===== src/sv/salwc_ram.sv =====
// generic single-port synchronous ram, registered read
// no dependencies
`default_nettype none
module salwc_ram #(
  parameter int unsigned WIDTH = 8,
  parameter int unsigned DEPTH = 256
) (
  input  wire logic                     clk,
  input  wire logic                     we,
  input  wire logic [$clog2(DEPTH)-1:0] addr,
  input  wire logic [WIDTH-1:0]         wdata,
  output logic      [WIDTH-1:0]         rdata
);
  logic [WIDTH-1:0] mem [DEPTH];

  always_ff @(posedge clk) begin
    if (we) begin
      mem[addr] <= wdata;
    end
    rdata <= mem[addr];
  end
endmodule
`default_nettype wire

===== config.mk =====
export PLATFORM = sky130hd
export DESIGN_NAME = salwc_ram
export DESIGN_NICKNAME = d
export VERILOG_FILES = /design/src/sv/salwc_ram.sv
export SDC_FILE = /design/constraint.sdc
export NUM_CORES = 2
export LEC_CHECK = 0
export BUFFER_PORTS_ARGS = -buffer_cell sky130_fd_sc_hd__buf_4
export CORE_MARGIN = 2
export CORE_UTILIZATION = 30
export CTS_BUF_LIST = sky130_fd_sc_hd__clkbuf_16
export CTS_CLUSTER_SIZE = 12
export DETAILED_ROUTE_END_ITERATION = 8
export PLACE_DENSITY = 0.42
export SLEW_MARGIN = 5
export SYNTH_ARGS = -nofsm -noshare
export SYNTH_HDL_FRONTEND = slang
export SYNTH_SLANG_ARGS = --single-unit

===== constraint.sdc =====
create_clock -name clk -period 3.59 [get_ports clk]
set_input_delay 0.718 -clock clk [delete_from_list [all_inputs] [get_ports clk]]
set_output_delay 0.718 -clock clk [all_outputs]
set_load 0.03 [all_outputs]

After elaboration in Yosys (flattened, before gate mapping)
Memories as Yosys holds them, arrays and structs flattened. A register that Yosys moved wholly into a read port is not among the register bits.
Cells that the tools add are included.
{ "totals": {"register_bits": 0, "ramBits": 2048, "inputBits": 18, "output_inout_bits": 8, "word_cells": 3, "mem_count": 1} }
{ "mem_list": {"columns": ["memory", "depth", "word_bits", "rd", "rd_clocked_by_memory_dff", "wr", "line_no", "source"], "rows": [
  ["mem", 256, 8, 1, 1, 1, "14", "logic [WIDTH-1:0] mem [DEPTH];"]
]} }
{ "classes": {"mux": 2} }
{ "ops": {"columns": ["op", "n"], "rows": [
  ["$mux W1", 2]
]} }

Logic depth before layout (Yosys ltp)
{ "depth": {"depth_word": 2, "mapped_depth": 10} }

Worst setup path after synthesis
No wires, ideal clock.
{ "synth_timing": {"path_kind": "input port to flip-flop", "startpoint": "input addr[1]", "endpoint": "memory mem[111][0] (enable)", "setup_ps": 370, "arrival_time_ps": 2567, "slack_ps": 653, "path_stages": 9, "path_cell_list": "buf_2 -> clkbuf_1 -> clkbuf_1 -> nand2_1 -> buf_2 -> nor2_1 -> nand2_1 -> clkbuf_1 -> nor2_1"} }
{ "synth_rtl": {"columns": ["item", "line_no", "source"], "rows": [
  ["from (decl)", "10", "input wire logic [$clog2(DEPTH)-1:0] addr,"],
  ["to (decl)", "14", null]
]} }
Straight into the memory's write port.

==> reports/results.txt <==
The startpoint of the lowest-slack hold path was wdata[0]. The number of buffers inserted by port buffering is 25, and the buffering stage count on the worst path with inverters included is 5. Derived from the worst setup path, the maximum achievable clock frequency is 0.324 GHz. A synthesized cell averages 22.1 µm². The relative area change from synthesis to final layout is 19.4%. After legalization and detailed placement, the total HPWL measured 142,000 µm. The average wire per cell in the routed design is 28.9 µm. For this run, the detailed router's first-pass iteration total came to 6. The mean number of vias per cell came out at 4.96. The vertical extent of the die was 516 µm.

In this design, the stage delay of the slowest critical-path cell is 820 ps. The horizontal die dimension was 516 µm; the fraction of the core area covered by cells at the end of the flow was 36.1%. Data on the critical path is required at its endpoint by 4300 ps. Entering global routing, the biggest net connects 96 pins. The final setup violation count was 0. The critical path endpoint category was a register. The total area inside the core boundary comes to 260,000 µm². The number of distinct library cell variants in the gate-level netlist after synthesis came out at 22.

For the sequential share of the synthesized area, the log shows 78.6%. The logs give 266,000 µm² for the die footprint and 0 for the yosys synthesis warning count. The sink count of the clock tree is 2,056. Walking the worst path, the cells encountered are buf_8, buf_12, buf_12, mux4_2, a22oi_1, a21oi_1, buf_4, o41ai_1, buf_4, nand4_1. The run finished with clean final reports. The portion of total power attributed to the clock network came out at 41.3%.

In this run the clock root is driven by a clkbuf_16. After clock tree synthesis, the setup repair step added 0 buffers. Setup repair after global routing left no endpoint under its margin. The share of total power dissipated in sequential elements is 53.4%.

The worst-case setup slack after placement was -482 ps. The register clock-pin slew on the reported worst setup and hold paths works out to 60 ps. The via count of the first global-routing pass came out at 40,000. The number of nets still failing antenna checks after routing is 0. The tools report the total power as 49.7 mW.

The worst setup path is launched from an input port. The worst setup slack after layout was 508 ps; the all-layer global routing usage was 16.9%. Across the run, the number of max-cap violations was 0.

When the netlist entered floorplanning its net count stood at 3,565. In this run the critical register-to-register path is launched from mem[59][5]. The number of cells upsized or downsized after cts came out at 0.

The first global-routing pass estimated 316,000 µm of wire. The tools report the final worst clock skew as 44.1 ps. The via total after detailed routing was 38,600; the number of cells on the worst reg-to-reg path was 8. The path class of the tightest hold or removal check is input port to register.

Buffers inserted to repair hold after CTS numbered 0. Post-route minimum period: 3080 ps. The clock passes through at most 3 buffers. Placement row count: 187.

The number of remaining DRC errors is 0, and the total placed cells including tap cells is 7,400. The worst-case register-to-register setup slack is 780 ps, and the final standard cell count with taps included and fillers excluded is 7,783. Tracing the worst setup path back leads to its startpoint at addr[0]. TritonCTS created 214 clock buffers. TritonCTS built the clock tree. Summed over all nets, the switching power comes to 10.9 mW.

The portion of the clock cycle consumed by the worst path in the final layout works out to 85.8%. Critical setup path kind: input port to register. Summed over all layers, the global routing overflow is 0.

Worst ir drop on vdd: 500 µV. 26 I/O pins were placed. The run gives 4,138 as the final net count. Leakage power of the design: 29.4 nW. Setup total negative slack on the finished layout was measured at 0 ps. The logs give 0 for the number of pins exceeding their max-slew limit in the final report and 12 for the initial antenna violation count.

In this run the tightest slew margin relative to its limit is 34.5%. The largest driver fanout on the critical path works out to 17. In this run the cell area of the synthesized design comes to 78,500 µm². The cell depth of the worst min-delay path came out at 1. Counting buffers and inverters, the worst setup path is 10 cells deep.

Counting every instance in the synthesized netlist gives 3,547. The largest individual stage delay along the critical path comes from the cell o41ai_1. For this configuration, the core starts out at a cell density of 30.2%.

The final count of hold timing violations is 0, and the total wire length after detailed routing is 225,000 µm. Cell class contributing the biggest share of worst-path delay: buffers and inverters. Routability-driven placement finished with a final weighted congestion of 0.784. At the pin with the least slew margin, the transition time is 982 ps. The total power per unit cell area was 530 nW/µm². The layout has 24,000 filler cells. Synthesized flop and latch total: 2,056. For the worst-skew pair, the clock arrives at the later sink with an insertion delay of 860 ps. Data on the critical path arrives at its endpoint at 3790 ps.

Combinational logic is responsible for 5.3% of the overall power. The first routing iteration left 3,867 violations. For the internal power consumption, the log shows 38.7 mW. The share of layout cells above drive strength 1 was 32.7%.

The switching share of power came out at 22.0%. The H-tree generated during clock tree synthesis spans 4 levels.
## worst paths after layout
path / endpoint
hold reg to reg: rdata[6]
setup / recovery: rdata[5]
hold / removal: mem[158][0]
setup reg to reg: rdata[5]
## synthesized netlist by cell type
library cell | n | area share (%)
buf_2 | 36 | 0.23
or3_1 | 1 | 0.0080
buf_6 | 16 | 0.23
nand3_1 | 13 | 0.083
a22oi_1 | 256 | 2.4
buf_4 | 16 | 0.15
and2_1 | 3 | 0.024
nand4_1 | 8 | 0.064
dfxtp_1 | 8 | 0.20
clkbuf_1 | 145 | 0.69
inv_1 | 1 | 0.0048
a21oi_1 | 128 | 0.82
nor3_1 | 30 | 0.19
nand2b_1 | 6 | 0.048
edfxtp_1 | 2048 | 78
nor2_1 | 232 | 1.1
buf_1 | 19 | 0.091
nor2b_1 | 7 | 0.056
or2_2 | 2 | 0.016
nand2_1 | 28 | 0.13
mux4_2 | 512 | 15
o41ai_1 | 32 | 0.36
## registers in the layout (all words and copies together) (netlist names)
name / cells
rdata: 8
mem: 2048
## stage by stage
| stage | hold WS, ps | area [µm²] |
|---|---|---|
| floorplan | 817 | 78500 |
| finish | 316 | 93700 |
| detailed placement | 929 | 87300 |
| CTS | 286 | 93700 |
| global placement | 997 | 87300 |
| global route | 300 | 93700 |
## power groups by stage
stage	Combinational (mW)	Sequential (mW)	Clock [mW]
after floorplan	1.18	27.0	0
after global placement	2.70	27.0	0
after detailed placement	2.70	27.0	0
after CTS	2.70	26.5	21.1
after global routing	2.80	26.5	22.0
final	2.63	26.5	20.5
## area by class of cell
type                    instances  area [µm²]  share of cell area, %
flip-flops and latches       2056       61700                   65.8
multi-input cells            1258       15900                   16.9
clock buffers                 217        5430                   5.79
repair buffers                589        5400                   5.76
well taps                    3496        4370                   4.67
clock inverters               164         986                   1.05
diodes                          2        5.00                0.00534
inverters                       1        3.75                0.00400
## per-layer routing
| layer | share of wire (%) | vias to the layer above | GRT usage (%) |
|---|---|---|---|
| met3 | 4.4 | 238 | 2.26 |
| met4 | 1.9 | 2 | 3.82 |
| met2 | 48 | 919 | 26.9 |
| met1 | 46 | 21200 | 24.5 |
| met5 | 0.0053 | - | 0 |
| li1 | - | 16200 | - |
## cell families after synthesis
family	Yosys count	synth area share, %
flops	2056	78.6
mux	512	14.7
compound gates	416	3.62
simple gates	330	1.73
buf+inv	233	1.40
## placed cells by master, fill, tap and decap left out, types with 3 or more instances in the layout
cell and n:
nor2b_1 5, inv_16 3, a22oi_1 256, nand2b_1 4
o41ai_2 6, nor2_1 231, buf_4 507, buf_8 10
o41ai_1 26, edfxtp_1 2048, clkinv_2 31, a21oi_1 128
clkinv_1 52, nand3_1 5, mux4_2 512, inv_1 62
nand4_1 8, buf_12 72, clkbuf_16 217, nand3_2 8
dfxtp_1 8, nor3_1 30, clkinv_8 4, nand2_2 8
nand2_1 20, bufinv_16 6
Power figures use the tool's default switching activity.
